$ cat src/sv/wto_pkg.sv
// Shared types, widths and codes for the wavetable oscillator.
// Depends on nothing; all files but the RAM use it, the design by scoped names.
package wto_pkg;

	// Table geometry and fixed-point formats.
	localparam int TABLE_DEPTH   = 4096;
	localparam int IDX_W         = $clog2(TABLE_DEPTH);
	localparam int FRAC_W        = 20;
	localparam int SAMPLE_BITS   = 16;
	localparam int PHASE_W       = 32;
	localparam int FREQ_W        = 27;
	localparam int FREQ_FRAC     = 8;
	localparam int LEN_W         = 13;
	localparam int PPH_W         = 32;
	localparam int START_W       = 32;
	localparam int LF_W          = LEN_W + FRAC_W;
	localparam int PROD_W        = FREQ_W + PPH_W;
	localparam int PMAG_W        = PROD_W - FREQ_FRAC;
	localparam int SUM_W         = LF_W + 1;

	// Configuration port.
	localparam int CFG_IDX_W     = 2;
	localparam int CFG_DATA_W    = 32;
	localparam logic [LEN_W-1:0] TABLE_LENGTH_RST = LEN_W'(4096);
	localparam logic [PPH_W-1:0] PHASE_PER_HZ_RST = PPH_W'(89478);
	localparam logic [START_W-1:0] START_PHASE_RST = '0;

	// Result queue.
	localparam int QUEUE_DEPTH   = 3;
	localparam int QPTR_W        = $clog2(QUEUE_DEPTH);
	localparam int QCNT_W        = $clog2(QUEUE_DEPTH + 1);

	typedef enum logic [1:0] {
		FUNC_TICK    = 2'd0,
		FUNC_WRITE   = 2'd1,
		FUNC_RESTART = 2'd2
	} func_t;

	typedef enum logic [CFG_IDX_W-1:0] {
		CFG_TABLE_LENGTH = 2'd0,
		CFG_PHASE_PER_HZ = 2'd1,
		CFG_START_PHASE  = 2'd2
	} cfg_idx_t;

	typedef struct packed {
		logic [LEN_W-1:0]   table_length;
		logic [PPH_W-1:0]   phase_per_hz;
		logic [START_W-1:0] start_phase;
	} cfg_t;

	// One accepted command beat as seen by the phase unit.
	typedef struct packed {
		logic              accept;
		logic [1:0]        func;
		logic [FREQ_W-1:0] frequency;
	} cmd_t;

	// Table read request issued by the phase unit.
	typedef struct packed {
		logic             en;
		logic [IDX_W-1:0] idx;
	} rd_req_t;

	typedef struct packed {
		logic [SAMPLE_BITS-1:0] sample;
		logic [IDX_W-1:0]       table_index;
	} result_t;

endpackage

$ cat src/sv/wto_phase.sv
// Phase accumulator and increment unit: keeps phase, cached frequency and increment,
// issues the table read for each tick. Depends on wto_pkg.
module wto_phase (
	input  logic             clk,
	input  logic             arst_n,
	input  wto_pkg::cfg_t    cfg,
	input  wto_pkg::cmd_t    cmd,
	output wto_pkg::rd_req_t rd,
	output logic             busy
);

	logic [wto_pkg::PHASE_W-1:0] phase_q;
	logic [wto_pkg::FREQ_W-1:0]  cached_q;
	logic                        step_neg_q;
	logic [wto_pkg::LF_W-1:0]    step_mag_q;
	logic                        busy_q;
	logic [wto_pkg::PROD_W-1:0]  prod_s1;
	logic                        neg_s1;

	logic [wto_pkg::LEN_W-1:0]   len_eff;
	logic [wto_pkg::LF_W-1:0]    lf;
	logic [wto_pkg::PHASE_W-1:0] lf_last;
	logic [wto_pkg::PHASE_W-1:0] phase_c;
	logic [wto_pkg::PHASE_W-1:0] start_c;
	logic                        is_tick;
	logic                        freq_same;
	logic                        tick_go;
	logic                        tick_new;
	logic                        restart;
	logic                        upd;
	logic [wto_pkg::FREQ_W-1:0]  freq_mag;
	logic [wto_pkg::PMAG_W-1:0]  mag_src;
	logic                        neg_src;
	logic [wto_pkg::LF_W-1:0]    mag_use;
	logic [wto_pkg::SUM_W-1:0]   sum_up;
	logic [wto_pkg::SUM_W-1:0]   sum_wrap;
	logic [wto_pkg::SUM_W-1:0]   dif_dn;
	logic [wto_pkg::SUM_W-1:0]   dif_wrap;
	logic [wto_pkg::PHASE_W-1:0] next_phase;

	// Effective table length: zero acts as one, anything above the depth as the depth.
	always_comb begin
		if (cfg.table_length == '0) begin
			len_eff = wto_pkg::LEN_W'(1);
		end else if (cfg.table_length > wto_pkg::LEN_W'(wto_pkg::TABLE_DEPTH)) begin
			len_eff = wto_pkg::LEN_W'(wto_pkg::TABLE_DEPTH);
		end else begin
			len_eff = cfg.table_length;
		end
	end

	assign lf      = {len_eff, {wto_pkg::FRAC_W{1'b0}}};
	assign lf_last = wto_pkg::PHASE_W'(lf - wto_pkg::LF_W'(1));

	// Phase and start phase saturated to just below the table length.
	assign phase_c = ({1'b0, phase_q} >= lf) ? lf_last : phase_q;
	assign start_c = ({1'b0, cfg.start_phase} >= lf) ? lf_last : cfg.start_phase;

	// Command decode.
	assign is_tick   = cmd.accept && (cmd.func == wto_pkg::FUNC_TICK);
	assign freq_same = (cmd.frequency == cached_q);
	assign tick_go   = is_tick && freq_same;
	assign tick_new  = is_tick && !freq_same;
	assign restart   = cmd.accept && (cmd.func == wto_pkg::FUNC_RESTART);
	assign upd       = tick_go || busy_q;

	// Magnitude of the signed frequency for the multiplier.
	assign freq_mag = cmd.frequency[wto_pkg::FREQ_W-1] ? (~cmd.frequency + 1'b1)
		: cmd.frequency;

	// Increment source: a fresh product while a frequency change is pending (busy),
	// otherwise the stored increment; either way saturated to one table length.
	always_comb begin
		if (busy_q) begin
			mag_src = prod_s1[wto_pkg::PROD_W-1 -: wto_pkg::PMAG_W];
			neg_src = neg_s1;
		end else begin
			mag_src = wto_pkg::PMAG_W'(step_mag_q);
			neg_src = step_neg_q;
		end
		mag_use = (mag_src > wto_pkg::PMAG_W'(lf)) ? lf : mag_src[wto_pkg::LF_W-1:0];
	end

	// Advance the phase and wrap once into the table length.
	always_comb begin
		sum_up   = wto_pkg::SUM_W'(phase_c) + wto_pkg::SUM_W'(mag_use);
		sum_wrap = sum_up - wto_pkg::SUM_W'(lf);
		dif_dn   = wto_pkg::SUM_W'(phase_c) - wto_pkg::SUM_W'(mag_use);
		dif_wrap = dif_dn + wto_pkg::SUM_W'(lf);
		if (neg_src) begin
			next_phase = dif_dn[wto_pkg::SUM_W-1] ? dif_wrap[wto_pkg::PHASE_W-1:0]
				: dif_dn[wto_pkg::PHASE_W-1:0];
		end else begin
			next_phase = sum_wrap[wto_pkg::SUM_W-1] ? sum_up[wto_pkg::PHASE_W-1:0]
				: sum_wrap[wto_pkg::PHASE_W-1:0];
		end
	end

	// Multiplier stage: one product per frequency change.
	always_ff @(posedge clk) begin
		if (tick_new) begin
			prod_s1 <= wto_pkg::PROD_W'(freq_mag) * wto_pkg::PROD_W'(cfg.phase_per_hz);
			neg_s1  <= cmd.frequency[wto_pkg::FREQ_W-1];
		end
	end

	// Oscillator state.
	always_ff @(posedge clk or negedge arst_n) begin
		if (!arst_n) begin
			phase_q    <= '0;
			cached_q   <= '0;
			step_neg_q <= 1'b0;
			step_mag_q <= '0;
			busy_q     <= 1'b0;
		end else begin
			if (restart) begin
				phase_q    <= start_c;
				cached_q   <= '0;
				step_neg_q <= 1'b0;
				step_mag_q <= '0;
			end
			if (tick_new) begin
				cached_q <= cmd.frequency;
				busy_q   <= 1'b1;
			end
			if (busy_q) begin
				busy_q     <= 1'b0;
				step_neg_q <= neg_s1;
				step_mag_q <= mag_use;
			end
			if (upd) begin
				phase_q <= next_phase;
			end
		end
	end

	assign rd.en  = upd;
	assign rd.idx = phase_c[wto_pkg::PHASE_W-1 -: wto_pkg::IDX_W];
	assign busy   = busy_q;

endmodule

$ cat config.mk
export PLATFORM = sky130hd
export DESIGN_NAME = wto_phase
export DESIGN_NICKNAME = d
export VERILOG_FILES = /design/src/sv/wto_pkg.sv /design/src/sv/wto_phase.sv
export SDC_FILE = /design/constraint.sdc
export NUM_CORES = 2
export LEC_CHECK = 0
export ABC_AREA = 1
export BUFFER_PORTS_ARGS = -buffer_cell sky130_fd_sc_hd__buf_2
export CAP_MARGIN = 20
export CORE_ASPECT_RATIO = 1.1
export CORE_UTILIZATION = 34
export CTS_BUF_LIST = sky130_fd_sc_hd__clkbuf_4 sky130_fd_sc_hd__clkbuf_8
export CTS_CLUSTER_DIAMETER = 120
export DETAILED_ROUTE_END_ITERATION = 12
export SLEW_MARGIN = 30
export SYNTH_ARGS = -nofsm -noshare
export SYNTH_HDL_FRONTEND = slang
export SYNTH_SLANG_ARGS = --single-unit
$ cat constraint.sdc
create_clock -name clk -period 12.5 [get_ports clk]
set_input_delay 1.25 -clock clk [delete_from_list [all_inputs] [get_ports clk]]
set_output_delay 1.25 -clock clk [all_outputs]
set_load 0.05 [all_outputs]
==> out/qor.csv <==
metric,value,unit
Post-CTS Setup Bufs,0,
min-delay src,neg_s1,
cts repair resizes,0,
Vias,35343,
FF-to-FF End,phase_q[22],
Longest Clk Path Bufs,2,
Die W,335,µm
clock sink count,146,
CP max FO,15,
unrepaired setup endpoints after global routing,false,
Setup Skew,29.6,ps
initial antenna violation count,13,
max-capacitance violation count,0,
half-perimeter wire length after detailed placement,118000,µm
post-route ant nets,0,
post-route setup TNS,0,ps
worst hold path endpoint,step_neg_q,
WP depth,38,
worst reg-to-reg setup slack,3680,ps
"Buf+Inv Stages, Crit Path",10,
origin of the critical flop-to-flop path,busy,
gr usage total,23.3,%
CP Class,input pin to flop,
R2R depth,33,
cell family with most CP delay,adder cells,
Final min period,10120,ps
CP max stage cell,a211oi_1,
Total Wirelength,142000,µm
first-pass GRT wire length,218000,µm
Final Hold Viols,0,
via/cell ratio,5.05,
wire per inst,20.3,µm
cell accounting for the most synthesized area,fa_1,
"FF+latch count, synth",146,
Hold WC Path Type,flop to flop,
Post-Syn Area per Cell,7.66,µm²
post-synth top area share,36.3,%
worst-margin pin slew,998,ps
FP Rows,133,
CTS tree,yes,
Root Driver,clkbuf_8,
GRT overflow,0,
Post-synth EDFFs,52,
post-synthesis sequential area ratio,9.46,%
largest cells by area after synthesis,"fa_1, inv_1, nand2_1",
Ports,123,
Tcrit/Tclk final,81.0,%
vias in the first global route,36727,
hold buffers post-CTS,0,
WP data arrival,10470,ps
core area,120000,µm²
Slowest Stage Delay on Critical Path,810,ps
detailed router's first-iteration violation count,2428,
hold path cells,2,
Clock Latency Late Sink,590,ps
synthesis-to-layout area growth,5.93,%
largest net degree at the start of global routing,75,
WP data required,12850,ps
die area,123000,µm²
"CTS clk-pin slew, worst paths",110,ps
Post-Syn Nets,6578,
"Primary FF master, synth",dfrtp_1,
gpl congestion,0.954,
max-slew violation count,0,
Synth cell types,64,
I/O Buffers,122,
Peak Freq,98.8,MHz
# setup viols final,0,
H-tree Lvls,4,
synthesized area,41400,µm²
Die Ht,368,µm
status,"complete, no violations",
Worst slew margin,33.3,%
Nets,6540,
Worst Setup Start Kind,input pin,
# DRC,0,
initial core utilization,34.4,%
layout cells sized above 1,5.94,%
Mapped Cells,5399,
drt pass-1 iters,6,
crit end category,flop,
CTS Buf Count,17,
Syn. warnings,0,
ys async rst share,64.4,%
-- layout make-up --
class                      count  area [µm²]
tap                         1620        2030
sequential                   146        3920
inverter                    1253        4700
clock buffer                  17         234
fill                       12837       76300
antenna                        7        17.5
clock inverter                15         138
multi-input combinational   3781       31900
timing repair buffer         162         937
-- cell usage after synthesis, types with 5 or more instances --
master	count
a211oi_1	12
a21boi_0	5
a21o_1	7
a21oi_1	184
a21oi_2	15
a221oi_1	6
a31oi_1	16
buf_1	10
buf_2	25
buf_4	8
buf_6	5
clkbuf_1	169
clkinv_1	9
dfrtp_1	94
edfxtp_1	52
fa_1	750
ha_1	320
inv_1	1229
inv_2	15
nand2_1	1220
nand2_2	34
nand2_4	7
nand3_1	125
nand3_2	18
nand3b_1	6
nand4_1	35
nor2_1	460
nor3_1	22
nor4_1	22
o211ai_1	7
o21a_1	14
o21ai_0	210
o21ai_1	21
o21bai_1	14
o221ai_1	16
o22ai_1	40
o31ai_1	9
or2_2	8
or4_1	5
xnor2_1	26
xor2_1	106
-- per-layer routing --
metal	up-vias	share of wire, %	wire length [µm]	GRT usage [%]
met4	2	4.2	6000	9.20
met2	1382	48	68100	39.9
met3	285	7.5	10600	3.81
met1	17528	40	57500	29.3
li1	16146	-	-	-
met5	-	0.0091	13	0
-- cells by family (layout without fill, tap and decap cells) --
family | count (synthesis) | in the layout | share of synthesized area (%)
AO/OA/AOI/OAI | 591 | 591 | 8.22
multiplexers | 3 | 3 | 0.0726
XOR/XNOR | 132 | 132 | 2.79
adder cells (fa/ha/maj) | 1070 | 1070 | 46.0
other | 0 | 7 | 0
AND/OR/NAND/NOR | 1985 | 1985 | 19.8
flip-flops | 146 | 146 | 9.46
buffers and inverters | 1472 | 1447 | 13.6
-- sequential cells by signal, indices dropped and copies added (netlist names) --
signal / flops
cached_q: 27
prod_s1: 51
neg_s1: 1
phase_q: 32
step_neg_q: 1
busy: 1
step_mag_q: 33
-- worst max path at each step --
stage / from / end
3_3_place_gp: cmd[0] / prod_s1[54]
2_1_floorplan: cmd[2] / prod_s1[57]
3_5_place_dp: cmd[2] / prod_s1[54]
6_report: cmd[2] / prod_s1[54]
4_1_cts: cmd[2] / prod_s1[54]
5_1_grt: cmd[2] / prod_s1[54]
-- layout by cell type, fill, tap and decap left out, drive strengths merged, types with 9 or more instances in the layout --
cell,instances
xnor2,26
o21ai,236
or2,9
nand4,36
nand2,1261
o31ai,10
inv,1254
o21bai,14
a31oi,16
edfxtp,52
xor2,106
nor3,27
o221ai,16
clkbuf,17
buf,162
ha,320
nor4,24
o21a,14
nor2,467
nand3,143
a21oi,199
dfrtp,94
o22ai,40
clkinv,11
fa,750
a211oi,12
-- per-stage QoR --
step,cell area [µm²],cells,setup WS (ps),util (%),hold WS (ps)
2_1_floorplan,41400,5399,4070,-,443
3_3_place_gp,43400,6961,1930,36.1,477
3_5_place_dp,43400,6962,1910,36.2,497
4_1_cts,43800,6994,2560,36.5,523
5_1_grt,43800,6997,2020,36.5,559
6_report,43800,7001,2380,36.5,516
-- tightest hold or removal path, cell delays in order, from the launching register on --
cell and delay, ps:
edfxtp_1 330, nand2_1 70, o21ai_0 80
Power is left out: the tool's default activity adds up to more than one toggle a clock period on the data nets, which glitch-free logic cannot reach.
