===== src/sv/wto_pkg.sv =====
// Shared types, widths and codes for the wavetable oscillator.
// Depends on nothing; all files but the RAM use it, the design by scoped names.
package wto_pkg;

	// Table geometry and fixed-point formats.
	localparam int TABLE_DEPTH   = 4096;
	localparam int IDX_W         = $clog2(TABLE_DEPTH);
	localparam int FRAC_W        = 20;
	localparam int SAMPLE_BITS   = 16;
	localparam int PHASE_W       = 32;
	localparam int FREQ_W        = 27;
	localparam int FREQ_FRAC     = 8;
	localparam int LEN_W         = 13;
	localparam int PPH_W         = 32;
	localparam int START_W       = 32;
	localparam int LF_W          = LEN_W + FRAC_W;
	localparam int PROD_W        = FREQ_W + PPH_W;
	localparam int PMAG_W        = PROD_W - FREQ_FRAC;
	localparam int SUM_W         = LF_W + 1;

	// Configuration port.
	localparam int CFG_IDX_W     = 2;
	localparam int CFG_DATA_W    = 32;
	localparam logic [LEN_W-1:0] TABLE_LENGTH_RST = LEN_W'(4096);
	localparam logic [PPH_W-1:0] PHASE_PER_HZ_RST = PPH_W'(89478);
	localparam logic [START_W-1:0] START_PHASE_RST = '0;

	// Result queue.
	localparam int QUEUE_DEPTH   = 3;
	localparam int QPTR_W        = $clog2(QUEUE_DEPTH);
	localparam int QCNT_W        = $clog2(QUEUE_DEPTH + 1);

	typedef enum logic [1:0] {
		FUNC_TICK    = 2'd0,
		FUNC_WRITE   = 2'd1,
		FUNC_RESTART = 2'd2
	} func_t;

	typedef enum logic [CFG_IDX_W-1:0] {
		CFG_TABLE_LENGTH = 2'd0,
		CFG_PHASE_PER_HZ = 2'd1,
		CFG_START_PHASE  = 2'd2
	} cfg_idx_t;

	typedef struct packed {
		logic [LEN_W-1:0]   table_length;
		logic [PPH_W-1:0]   phase_per_hz;
		logic [START_W-1:0] start_phase;
	} cfg_t;

	// One accepted command beat as seen by the phase unit.
	typedef struct packed {
		logic              accept;
		logic [1:0]        func;
		logic [FREQ_W-1:0] frequency;
	} cmd_t;

	// Table read request issued by the phase unit.
	typedef struct packed {
		logic             en;
		logic [IDX_W-1:0] idx;
	} rd_req_t;

	typedef struct packed {
		logic [SAMPLE_BITS-1:0] sample;
		logic [IDX_W-1:0]       table_index;
	} result_t;

endpackage


===== src/sv/wto_out_if.sv =====
// Result channel of the wavetable oscillator: valid/ready plus sample and table index.
// Depends on wto_pkg for the field widths.
interface wto_out_if;
	logic                                   valid;
	logic                                   ready;
	logic signed [wto_pkg::SAMPLE_BITS-1:0] sample;
	logic [wto_pkg::IDX_W-1:0]              table_index;

	modport source (output valid, output sample, output table_index, input ready);
	modport sink (input valid, input sample, input table_index, output ready);
endinterface


===== src/sv/wto_out_queue.sv =====
// Small result queue that decouples the table read pipeline from the result channel.
// Depends on wto_pkg and wto_out_if.
module wto_out_queue (
	input  logic                       clk,
	input  logic                       arst_n,
	input  logic                       push,
	input  wto_pkg::result_t           push_data,
	output logic [wto_pkg::QCNT_W-1:0] level,
	wto_out_if.source                  result
);

	wto_pkg::result_t              mem_q [wto_pkg::QUEUE_DEPTH];
	logic [wto_pkg::QPTR_W-1:0]    wr_ptr_q;
	logic [wto_pkg::QPTR_W-1:0]    rd_ptr_q;
	logic [wto_pkg::QCNT_W-1:0]    cnt_q;
	logic                          pop;

	assign pop = result.valid && result.ready;

	// Entry storage.
	always_ff @(posedge clk) begin
		if (push) begin
			mem_q[wr_ptr_q] <= push_data;
		end
	end

	// Pointers and fill count.
	always_ff @(posedge clk or negedge arst_n) begin
		if (!arst_n) begin
			wr_ptr_q <= '0;
			rd_ptr_q <= '0;
			cnt_q    <= '0;
		end else begin
			if (push) begin
				wr_ptr_q <= (wr_ptr_q == wto_pkg::QPTR_W'(wto_pkg::QUEUE_DEPTH - 1)) ? '0
					: wr_ptr_q + 1'b1;
			end
			if (pop) begin
				rd_ptr_q <= (rd_ptr_q == wto_pkg::QPTR_W'(wto_pkg::QUEUE_DEPTH - 1)) ? '0
					: rd_ptr_q + 1'b1;
			end
			case ({push, pop})
				2'b10:   cnt_q <= cnt_q + 1'b1;
				2'b01:   cnt_q <= cnt_q - 1'b1;
				default: cnt_q <= cnt_q;
			endcase
		end
	end

	assign result.valid       = (cnt_q != '0);
	assign result.sample      = mem_q[rd_ptr_q].sample;
	assign result.table_index = mem_q[rd_ptr_q].table_index;
	assign level              = cnt_q;

endmodule


===== src/flat_wrapper.sv =====
// flat-port wrapper written by rule: the top's interface ports become plain ports
module wto_out_queue_flat 
  (clk, arst_n, push, push_data, level, result_valid, result_sample, result_table_index, result_ready);
  wto_out_if result_i ();
  input  logic clk;
  input  logic arst_n;
  input  logic push;
  input  wto_pkg::result_t push_data;
  output logic [wto_pkg::QCNT_W-1:0] level;
  output wire logic [$bits(result_i.valid)-1:0] result_valid;
  output wire logic [$bits(result_i.sample)-1:0] result_sample;
  output wire logic [$bits(result_i.table_index)-1:0] result_table_index;
  input wire logic [$bits(result_i.ready)-1:0] result_ready;
  assign result_valid = result_i.valid;
  assign result_sample = result_i.sample;
  assign result_table_index = result_i.table_index;
  assign result_i.ready = result_ready;
  wto_out_queue u_core (.clk(clk), .arst_n(arst_n), .push(push), .push_data(push_data), .level(level), .result(result_i));
endmodule

===== config.mk =====
export PLATFORM = sky130hd
export DESIGN_NAME = wto_out_queue_flat
export DESIGN_NICKNAME = d
export VERILOG_FILES = /design/src/sv/wto_pkg.sv /design/src/sv/wto_out_if.sv /design/src/sv/wto_out_queue.sv /design/src/flat_wrapper.sv
export SDC_FILE = /design/constraint.sdc
export NUM_CORES = 1
export LEC_CHECK = 0
export BUFFER_PORTS_ARGS = -buffer_cell sky130_fd_sc_hd__buf_2
export CORE_AREA = 2 2 116 62
export CTS_CLUSTER_SIZE = 25
export DETAILED_ROUTE_END_ITERATION = 16
export DIE_AREA = 0 0 118 64
export PLACE_DENSITY_LB_ADDON = 0.25
export SETUP_SLACK_MARGIN = 0.15
export SYNTH_ARGS = -nofsm -noshare
export SYNTH_HDL_FRONTEND = slang
export SYNTH_SLANG_ARGS = --single-unit
export TNS_END_PERCENT = 30

===== constraint.sdc =====
create_clock -name clk -period 4 [get_ports clk]
set_input_delay 0 -clock clk [delete_from_list [all_inputs] [get_ports clk]]
set_output_delay 0 -clock clk [all_outputs]
set_load 0.01 [all_outputs]

==> run summary, run 1 <==
Status - finished, final reports clean
Startpoint Class - flip-flop
Chip height - 64 microns
Top cell types by occurrence after synthesis - edfxtp_1 (84), nand2_1 (30), mux2i_1 (28), o21ai_1 (28), dfrtp_1 (6)
Initial Util - 0.524
Critical path capture point type - output port
Library cells used by synthesis - 22
Final hold viol count - 0
FFs w/ async S/R, synth - 0.0667
FP Rows - 21
PwrDens - 704 nW/um^2
Yosys reg bits - 90
Cells after DPL - 350
HPWL Detailed - 3390 microns
Largest net degree at the start of global routing - 60
Die width - 118 microns
Cts repair resizes - 0
Max VDD drop - 0.373 mV
First DRT Iteration DRCs - 127
Reg2reg end - u_core.mem_q[1][18]$_DFFE_PP_
N_diodes - 0
Cells after Synth - 204
Worst Hold Class - in -> reg
YS warnings - 0
Final Skew - 4.18 ps
Pre-CTS setup slack - 2390 ps
Clock buffer depth - 2
Crit path max fanout - 31
DRC viols - 0
Unrepaired setup endpoints after global routing - false
Main synth FF type - edfxtp_1
P_leak - 1.68 nW
Hold_ws - 16.2 ps
Port bufs - 62
Antenna Nets Post-Route - 0
Worst hold stages - 3
H-Tree Depth - 3
Clk pin slew, worst setup/hold paths - 60 ps
Initial antenna violation count - 0
R2R setup slack - 2420 ps
Core Area - 6490 sq um
Post-synthesis sequential area ratio - 0.786
Hold_buf cts - 29
Setup CP Type - reg -> out
Post-Syn Nets - 237
Peak Freq - 0.526 GHz
Setup TNS - 0 ps
Post-synthesis cell area - 3400 sq um
CTS Buf Count - 9
Post-Route WL - 5820 microns
Vias/cell - 4.77
Register area - 2680 sq um
Most common cell in the netlist - edfxtp_1
Post-Syn Area per Cell - 16.7 sq um
Die area - 7550 sq um
Hold EP - u_core.rd_ptr_q[1]$_DFFE_PN0P_
Setup bufs post-CTS - 0
Post-synth EDFFs - 84
Vias in the first global route - 1,884
WL/cell - 14.7 microns
Clk_lat worst skew - 330 ps
Root Buffer - clkbuf_16
Share of the synthesized area in the top cell type - 0.741
Worst slew pin tran - 976 ps
Final setup fails - 0
CP Data Arrival Time - 1900 ps
I/O pins - 63
Final period util - 0.475
Final #Nets - 331
DR pass1 iterations - 5
Non-filler cells, final - 395
Setup ws final - 2100 ps
Synth area leaders - edfxtp_1 (74%), mux2i_1 (8.2%), dfrtp_1 (4.4%), o21ai_1 (4.1%), nand2_1 (3.3%)
FF-to-FF Start - u_core.wr_ptr_q[0]$_DFFE_PN0P_
Fin. max-slew vios - 0
Post-layout min period - 1900 ps
Area Overhead vs Synth - 29.8%
Area of the multi-input gates - 668 sq um
Cell taking the most area after synthesis - edfxtp_1
Hold_sp - result_ready
Max_cap viols - 0
Crit path required time - 4000 ps
Total global routing overflow - 0
First-pass GRT wire length - 9520 microns
Overall Global Routing Usage - 0.172
Ratio of cells with drive above 1 in the final layout - 0.284
CTS tree - yes
Placer Congestion - 0.723
Rel. slew slack - 0.349
Vias post-DR - 1,883
Worst Reg-to-Reg Cells - 2
Clock sinks - 90
Fillers - 478
-- stage by stage --
stage	area [sq um]	power, mW	utilization
2_1_floorplan	3400	1.91	-
3_3_place_gp	3790	2.18	0.584
3_5_place_dp	3790	2.20	0.584
4_1_cts	4410	3.14	0.680
5_1_grt	4410	3.28	0.680
6_report	4410	3.11	0.680
-- area by class of cell --
class,count,share of cell area
Sequential cell,90,0.606
Inverter,2,0.00170
Clock inverter,7,0.0244
Timing Repair Buffer,93,0.139
Multi-Input combinational cell,102,0.151
Tap cell,92,0.0261
Clock buffer,9,0.0510
-- how the worst max path moves through the flow --
stage,end,cells past startpoint,startpoint,slack [ps]
6_report,result_table_index[2],3,u_core.rd_ptr_q[0]$_DFFE_PN0P_,2100
5_1_grt,result_sample[10],3,u_core.rd_ptr_q[0]$_DFFE_PN0P_,1960
4_1_cts,result_sample[12],3,u_core.rd_ptr_q[0]$_DFFE_PN0P_,2090
3_5_place_dp,u_core.mem_q[1][15]$_DFFE_PP_,2,u_core.wr_ptr_q[0]$_DFFE_PN0P_,2390
3_3_place_gp,u_core.mem_q[1][15]$_DFFE_PP_,2,u_core.wr_ptr_q[0]$_DFFE_PN0P_,2440
2_1_floorplan,u_core.mem_q[2][0]$_DFFE_PP_,1,u_core.wr_ptr_q[0]$_DFFE_PN0P_,1030
-- power by group --
group          leakage [nW]  internal, mW  switching (mW)  total (mW)
Sequential            0.846          1.22           0.213        1.43
Combinational         0.669         0.363           0.395       0.758
Clock                 0.164         0.603           0.317       0.920
Total                  1.68          2.18           0.924        3.11
-- worst max-delay path: stages (launching register included) --
cell     delay, ps
dfrtp_2        980
mux2i_1        310
o21ai_1         90
buf_2          180
-- metal layers --
| layer | share of wire | GRT usage | up-vias | routed length (microns) |
|---|---|---|---|---|
| met2 | 0.43 | 0.251 | 51 | 2490 |
| met4 | 0.013 | 0.0753 | 0 | 78 |
| met3 | 0.061 | 0.0616 | 9 | 356 |
| li1 | - | - | 948 | - |
| met5 | 0 | 0 | - | 0 |
| met1 | 0.50 | 0.234 | 875 | 2890 |
-- layout by cell type (no fill, tap or decap) --
cell type | netlist | final
edfxtp_1 | 84 | 84
buf_2 | 3 | 62
nand2_1 | 30 | 30
dlygate4sd3_1 | 0 | 29
mux2i_1 | 28 | 28
o21ai_1 | 28 | 28
clkbuf_16 | 0 | 9
dfrtp_1 | 6 | 4
a21o_1 | 3 | 3
bufinv_16 | 0 | 3
inv_1 | 2 | 2
nor3_2 | 1 | 2
xnor2_1 | 2 | 2
clkinv_1 | 0 | 2
clkinv_2 | 0 | 2
buf_4 | 2 | 2
dfrtp_2 | 0 | 2
or2_2 | 1 | 1
o21ai_2 | 1 | 1
nor3b_2 | 0 | 1
nor2_4 | 0 | 1
nor2_1 | 2 | 1
xor2_1 | 1 | 1
nand2b_1 | 1 | 1
o21ai_0 | 1 | 1
ha_1 | 1 | 1
-- registers in the layout, summed over array words and instances (netlist names) --
| register | flops |
|---|---|
| u_core.level | 2 |
| u_core.mem_q | 84 |
| u_core.rd_ptr_q | 2 |
| u_core.wr_ptr_q | 2 |
-- cells by family after synthesis --
family / Yosys count / synth area share
mux: 28 / 0.0824
buf+inv: 12 / 0.0232
fa+ha+maj: 1 / 0.00368
simple gates: 37 / 0.0456
xor+xnor: 3 / 0.00772
flops: 90 / 0.786
compound gates: 33 / 0.0519
Note: power is estimated with default switching activity, not from simulation.
==> run 2: changes to the inputs <==
--- a/config.mk
+++ b/config.mk
@@ -5,11 +5,12 @@
 export SDC_FILE = /design/constraint.sdc
 export NUM_CORES = 1
 export LEC_CHECK = 0
+export ABC_AREA = 1
 export BUFFER_PORTS_ARGS = -buffer_cell sky130_fd_sc_hd__buf_2
-export CORE_AREA = 2 2 116 62
+export CORE_AREA = 2 2 120 64
 export CTS_CLUSTER_SIZE = 25
 export DETAILED_ROUTE_END_ITERATION = 16
-export DIE_AREA = 0 0 118 64
+export DIE_AREA = 0 0 122 66
 export PLACE_DENSITY_LB_ADDON = 0.25
 export SETUP_SLACK_MARGIN = 0.15
 export SYNTH_ARGS = -nofsm -noshare
==> constraint.sdc (replaced) <==
create_clock -name clk -period 1.65 [get_ports clk]
set_input_delay 0 -clock clk [delete_from_list [all_inputs] [get_ports clk]]
set_output_delay 0 -clock clk [all_outputs]
set_load 0.01 [all_outputs]
==> run 2 against run 1 <==
Against the previous run:
- clock-buffer cell count is 1 higher
- register-to-register slack worse by 2200 ps
- design area up 11%
- final cell count grew 17%
==> run summary, run 2 <==
N_diodes - 0 (unchanged)
Library cells used by synthesis - 17 (-23%)
Clock buffer depth - 2 (unchanged)
Initial Util - 0.477 (-0.0472)
Root Buffer - clkbuf_16
Net Sw Power - 2.99 mW (+220%)
Pint - 6.18 mW (+180%)
Final Skew - 2.36 ps (-1.81 ps)
Final setup fails - 0 (unchanged)
Final hold viol count - 0 (unchanged)
Cells after Synth - 245 (+20%)
Post-layout min period - 1560 ps
Max VDD drop - 1.08 mV (+190%)
FP Rows - 22 (+4.8%)
First-pass GRT wire length - 10,800 microns (+13%)
First DRT Iteration DRCs - 147 (+16%)
Crit path max fanout - 6 (-81%)
Met1 usage - 0.270 (+0.0365)
Die area - 8050 sq um (+6.6%)
Post-synth EDFFs - 84 (unchanged)
Initial antenna violation count - 0 (unchanged)
Setup TNS - 0 ps (unchanged)
Post-synthesis cell area - 3350 sq um (-1.6%)
Crit path required time - 1650 ps (-2350 ps)
P_leak - 2.01 nW (+20%)
Clk_lat worst skew - 340 ps (about the same)
Critical path capture point type - output port
Max reg flops - 84 (unchanged)
Cell taking the most area after synthesis - edfxtp_1
Clock sinks - 90 (unchanged)
Startpoint Class - flip-flop
Status - finished, final reports clean
Overall Global Routing Usage - 0.190 (+0.0180)
Most common cell in the netlist - nand2_1
Fin. max-slew vios - 0 (unchanged)
Antenna Nets Post-Route - 0 (unchanged)
WL/cell - 15.8 microns (+7.5%)
I/O pins - 63 (unchanged)
Fillers - 501 (+4.8%)
Port bufs - 62 (unchanged)
Clk pin slew, worst setup/hold paths - 60 ps (about the same)
HPWL Detailed - 4060 microns (+20%)
Rel. slew slack - 0.726 (+0.377)
Total global routing overflow - 0 (unchanged)
Met2 Track Usage GR - 0.281 (+0.0293)
Seq pwr share - 0.338 (-0.122)
Final #Nets - 396 (+20%)
Largest net degree at the start of global routing - 29 (-52%)
Most Crowded Layer GR - met2
CP Data Arrival Time - 1560 ps (-340 ps)
Final period util - 0.944
YS warnings - 0 (unchanged)
Vias in the first global route - 2,090 (+11%)
Main synth FF type - edfxtp_1
Worst Reg-to-Reg Cells - 9 (+7)
Commonest cells after routing, fill and taps aside - edfxtp_1 (84), nand2_1 (83), buf_2 (49)
Met3 usage - 0.0560 (-0.00557)
DRC viols - 0 (unchanged)
Post-Route WL - 7340 microns (+26%)
Worst slew pin tran - 411 ps (-565 ps)
PwrDens - 1870 nW/um^2 (+170%)
Most common cell after layout, fill and taps aside - edfxtp_1
Setup CP Type - reg -> out
Logic gate share of total power - 0.433 (+0.189)
Vias post-DR - 2,241 (+19%)
FFs w/ async S/R, synth - 0.0667 (unchanged)
H-Tree Depth - 3 (unchanged)
Worst Hold Class - in -> async
Placer Congestion - 0.737 (+1.9%)
Synth area leaders - edfxtp_1 (75%), nand2_1 (11%), nand3_1 (4.6%), dfrtp_1 (4.5%), inv_1 (1.1%)
CTS Buf Count - 9 (unchanged)
Clock share of power - 0.230 (-0.066)
Hold_ws - 13.8 ps (-2.43 ps)
Vias/cell - 4.84 (+1.5%)
Core Area - 7020 sq um (+8.2%)
Top cell types by occurrence after synthesis - nand2_1 (96), edfxtp_1 (84), nand3_1 (31), inv_1 (10), dfrtp_1 (6)
Peak Freq - 0.642 GHz
Post-Syn Area per Cell - 13.7 sq um (-18%)
Post-Syn Nets - 278 (+17%)
Share of the synthesized area in the top cell type - 0.753 (+0.0119)
Die width - 122 microns (+3.4%)
Unrepaired setup endpoints after global routing - true
Ratio of cells with drive above 1 in the final layout - 0.357 (+0.0731)
Tot Pwr - 9.17 mW (+200%)
Switching share of power - 0.326 (+0.0286)
Yosys reg bits - 90 (unchanged)
CTS tree - yes
Post-synthesis sequential area ratio - 0.798 (+0.0126)
Chip height - 66 microns (+3.1%)
Biggest register - u_core.mem_q
Area Overhead vs Synth - 46.5%
Max_cap viols - 0 (unchanged)
DR pass1 iterations - 6 (+1)
==> run 2: cell families (layout without fill, tap and decap cells) <==
logic type      count (synthesis)  in the layout  synth area share
simple gates                  131            131             0.160
flops                          90             90             0.798
buf+inv                        20            142            0.0321
compound gates                  2              2           0.00299
fa+ha+maj                       1              1           0.00374
xor+xnor                        1              1           0.00262
==> run 2: path summary, 6_finish.rpt <==
check	slack, ps	startpoint	endpoint
setup / recovery	90	u_core.rd_ptr_q[1]$_DFFE_PN0P_	result_sample[13]
hold / removal	10	arst_n	u_core.level[1]$_DFFE_PN0P_
setup reg to reg	200	u_core.level[0]$_DFFE_PN0P_	u_core.level[1]$_DFFE_PN0P_
hold reg to reg	500	u_core.level[1]$_DFFE_PN0P_	u_core.level[1]$_DFFE_PN0P_
max in group asynchronous	1470	arst_n	u_core.rd_ptr_q[0]$_DFFE_PN0P_
min in group clk	390	push_data[26]	u_core.mem_q[2][26]$_DFFE_PP_
==> run 2: through the flow <==
step | cells | utilization | setup slack, ps | area, sq um
floorplan | 245 | - | 138 | 3360
global placement | 404 | 0.549 | 315 | 3850
detailed placement | 404 | 0.549 | 229 | 3850
CTS | 462 | 0.667 | 109 | 4680
global route | 463 | 0.699 | 29.5 | 4900
finish | 463 | 0.699 | 93.0 | 4900
==> run 2: cell type report <==
cell class              count  area [sq um]  share of cell area
clock buffers              10           229              0.0467
clock inverters             5          80.1              0.0163
inverters                  11          41.3             0.00842
multi-input cells         135           712               0.145
flip-flops and latches     90          2670               0.545
well taps                  96           120              0.0245
repair buffers            116          1050               0.214
==> run 2: metal layers <==
metal	share of wire	vias up
met5	0	-
met4	0.012	0
met3	0.053	13
met2	0.44	68
met1	0.49	1076
li1	-	1084
==> run 2: worst max-delay path, stage by stage (launching register included) <==
cell and delay [ps]:
dfrtp_1 390, buf_6 130, nor2_4 190, buf_12 150
clkbuf_16 150, nand2_2 50, nand3_2 60, buf_6 100
==> run 2: timing repair <==
action / CTS / global route
endpoints found under the hold margin: 94 / 0
pin swaps: 2 / 2
cloned: 4 / 1
gates resized for setup: 18 / 43
endpoints found under the setup margin: 28 / 29
setup buffers: 8 / 0
hold buffers: 31 / 0
==> run 2: power groups by stage <==
stage,logic [mW],registers (mW),clock network [mW]
3_5_place_dp,2.55,3.12,0
4_1_cts,3.36,3.08,2.14
3_3_place_gp,2.54,3.11,0
6_report,3.97,3.10,2.11
2_1_floorplan,1.50,3.12,0
5_1_grt,4.24,3.13,2.23
==> run 3: changes to the inputs <==
--- a/config.mk
+++ b/config.mk
@@ -12,6 +12,7 @@
 export DETAILED_ROUTE_END_ITERATION = 16
 export DIE_AREA = 0 0 122 66
 export PLACE_DENSITY_LB_ADDON = 0.25
+export REMOVE_ABC_BUFFERS = 1
 export SETUP_SLACK_MARGIN = 0.15
 export SYNTH_ARGS = -nofsm -noshare
 export SYNTH_HDL_FRONTEND = slang
==> run 3 against run 2 <==
Against the previous run:
- worst hold slack improved by 12 ps
- worst setup slack better by 130 ps
- die area unchanged
- non-clock buffer count fell by 11
- critical endpoint is now result_table_index[2]
- highest routed layer unchanged
==> run summary, run 3 (same netlist as run 2, synthesis figures left out) <==
Final hold viol count - 0 (unchanged)
Post-Route WL - 6350 microns (-13%)
FP Rows - 22 (unchanged)
Largest net degree at the start of global routing - 29 (unchanged)
Final Util - 0.636 (-0.0629)
Initial antenna violation count - 0 (unchanged)
Final #Nets - 385 (-2.8%)
CP bufs+invs - 2 (-2)
First-pass GRT wire length - 10,200 microns (-5.6%)
Max VDD drop - 0.941 mV (-13%)
Unrepaired setup endpoints after global routing - true
Rel. slew slack - 0.814 (+0.0884)
Setup CP Type - reg -> out
Setup ws final - 228 ps (+135 ps)
Setup TNS - 0 ps (unchanged)
Status - finished, final reports clean
Die area - 8050 sq um (unchanged)
Vias in the first global route - 2,057 (-1.6%)
CP peak stage delay - 410 ps (+20 ps)
R2R setup slack - 250 ps (+50 ps)
Overall Global Routing Usage - 0.177 (-0.0128)
Vias post-DR - 2,088 (-6.8%)
N_diodes - 0 (unchanged)
HPWL Detailed - 4000 microns (-1.4%)
Startpoint Class - flip-flop
Ratio of cells with drive above 1 in the final layout - 0.253 (-0.104)
Core Area - 7020 sq um (unchanged)
Max_cap viols - 0 (unchanged)
Clock buffer depth - 2 (unchanged)
Crit path cell chain - nor2_2, buf_6, nand2_1, nand3_1, buf_2
CP Data Arrival Time - 1420 ps (-140 ps)
Clk_lat worst skew - 330 ps (about the same)
Crit path required time - 1650 ps (about the same)
CTS Buf Count - 9 (unchanged)
Area post-placement - 3830 sq um (-0.62%)
Final setup fails - 0 (unchanged)
Placer Congestion - 0.814 (+10%)
CP max-delay cell - dfrtp_1
DRC viols - 0 (unchanged)
WL/cell - 14.1 microns (-11%)
Pre-CTS setup slack - 264 ps (+34.8 ps)
Max reg flops - 84 (unchanged)
Chip height - 66 microns (unchanged)
Final Skew - 2.61 ps (+0.247 ps)
PwrDens - 1730 nW/um^2 (-7.4%)
Most common cell after layout, fill and taps aside - nand2_1
Fin. max-slew vios - 0 (unchanged)
Non-filler cells, final - 452 (-2.4%)
CTS tree - yes
Commonest cells after routing, fill and taps aside - nand2_1 (95), edfxtp_1 (84), buf_2 (62)
DR pass1 iterations - 4 (-2)
Initial Util - 0.477 (unchanged)
Area Overhead vs Synth - 33.3%
CP delay by family, top - flip-flops
First DRT Iteration DRCs - 140 (-4.8%)
FF-to-FF Start - u_core.level[1]$_DFFE_PN0P_
Hold_ws - 26.0 ps (+12.2 ps)
Antenna Nets Post-Route - 0 (unchanged)
Vias/cell - 4.62 (-4.6%)
Post-layout min period - 1420 ps (-135 ps)
Crit path max fanout - 16 (+10)
Total global routing overflow - 0 (unchanged)
P_leak - 1.80 nW (-10%)
H-Tree Depth - 3 (unchanged)
Final instance area - 4460 sq um (-9.0%)
Cells after DPL - 405 (+0.25%)
Clk pin slew, worst setup/hold paths - 60 ps (about the same)
Worst Hold Class - in -> async
Port bufs - 62 (unchanged)
Worst setup startpoint - u_core.rd_ptr_q[0]$_DFFE_PN0P_
Root Buffer - clkbuf_16
Worst slew pin tran - 279 ps (-132 ps)
Clock sinks - 90 (unchanged)
WP depth - 5 (-2)
Die width - 122 microns (unchanged)
Worst Reg-to-Reg Cells - 9 (unchanged)
Tot Pwr - 7.73 mW (-16%)
Critical path capture point type - output port
Final period util - 0.862 (-0.0816)
Peak Freq - 0.703 GHz (+9.5%)
Biggest register - u_core.mem_q
I/O pins - 63 (unchanged)
-- run 3: report_power, final --
part | total, mW | switching [mW] | internal (mW)
clock | 2.05 | 0.740 | 1.31
sequential | 3.07 | 0.126 | 2.95
combinational | 2.61 | 1.60 | 1.01
total | 7.73 | 2.47 | 5.26
-- run 3: path summary, 6_finish.rpt --
| kind | to |
|---|---|
| min | u_core.level[1]$_DFFE_PN0P_ |
| min in group clk | u_core.mem_q[0][4]$_DFFE_PP_ |
| min reg2reg | u_core.level[1]$_DFFE_PN0P_ |
| max reg2reg | u_core.level[1]$_DFFE_PN0P_ |
| max in group asynchronous | u_core.level[0]$_DFFE_PN0P_ |
| max | result_table_index[2] |
-- run 3: routing by layer --
layer | track usage | vias up | share of wire
met4 | 0.0575 | 0 | 0.0060
met1 | 0.228 | 970 | 0.49
met3 | 0.0647 | 4 | 0.053
met5 | 0 | - | 0
li1 | - | 1060 | -
met2 | 0.281 | 54 | 0.45
-- run 3: area by class of cell --
class	count	area, sq um
sequential	90	2670
fill	546	2560
timing repair buffer	105	751
multi-input combinational	135	578
clock buffer	11	233
tap	96	120
clock inverter	4	67.6
inverter	11	41.3
-- run 3: worst register-to-register path: stages, from the launching register on --
cell and delay, ps:
dfrtp_1 400, inv_1 90, nand2_1 80, nand2_2 80
inv_1 70, ha_1 300, inv_1 80, nand3_1 80
nand2_1 60, nand2_1 40
-- run 3: repair_timing --
action                                  CTS  global route
endpoints found under the setup margin    0            24
hold buffers                             31             0
resized for setup                         0             5
buffers inserted                          0             1
hold endpoints to repair                 94             0
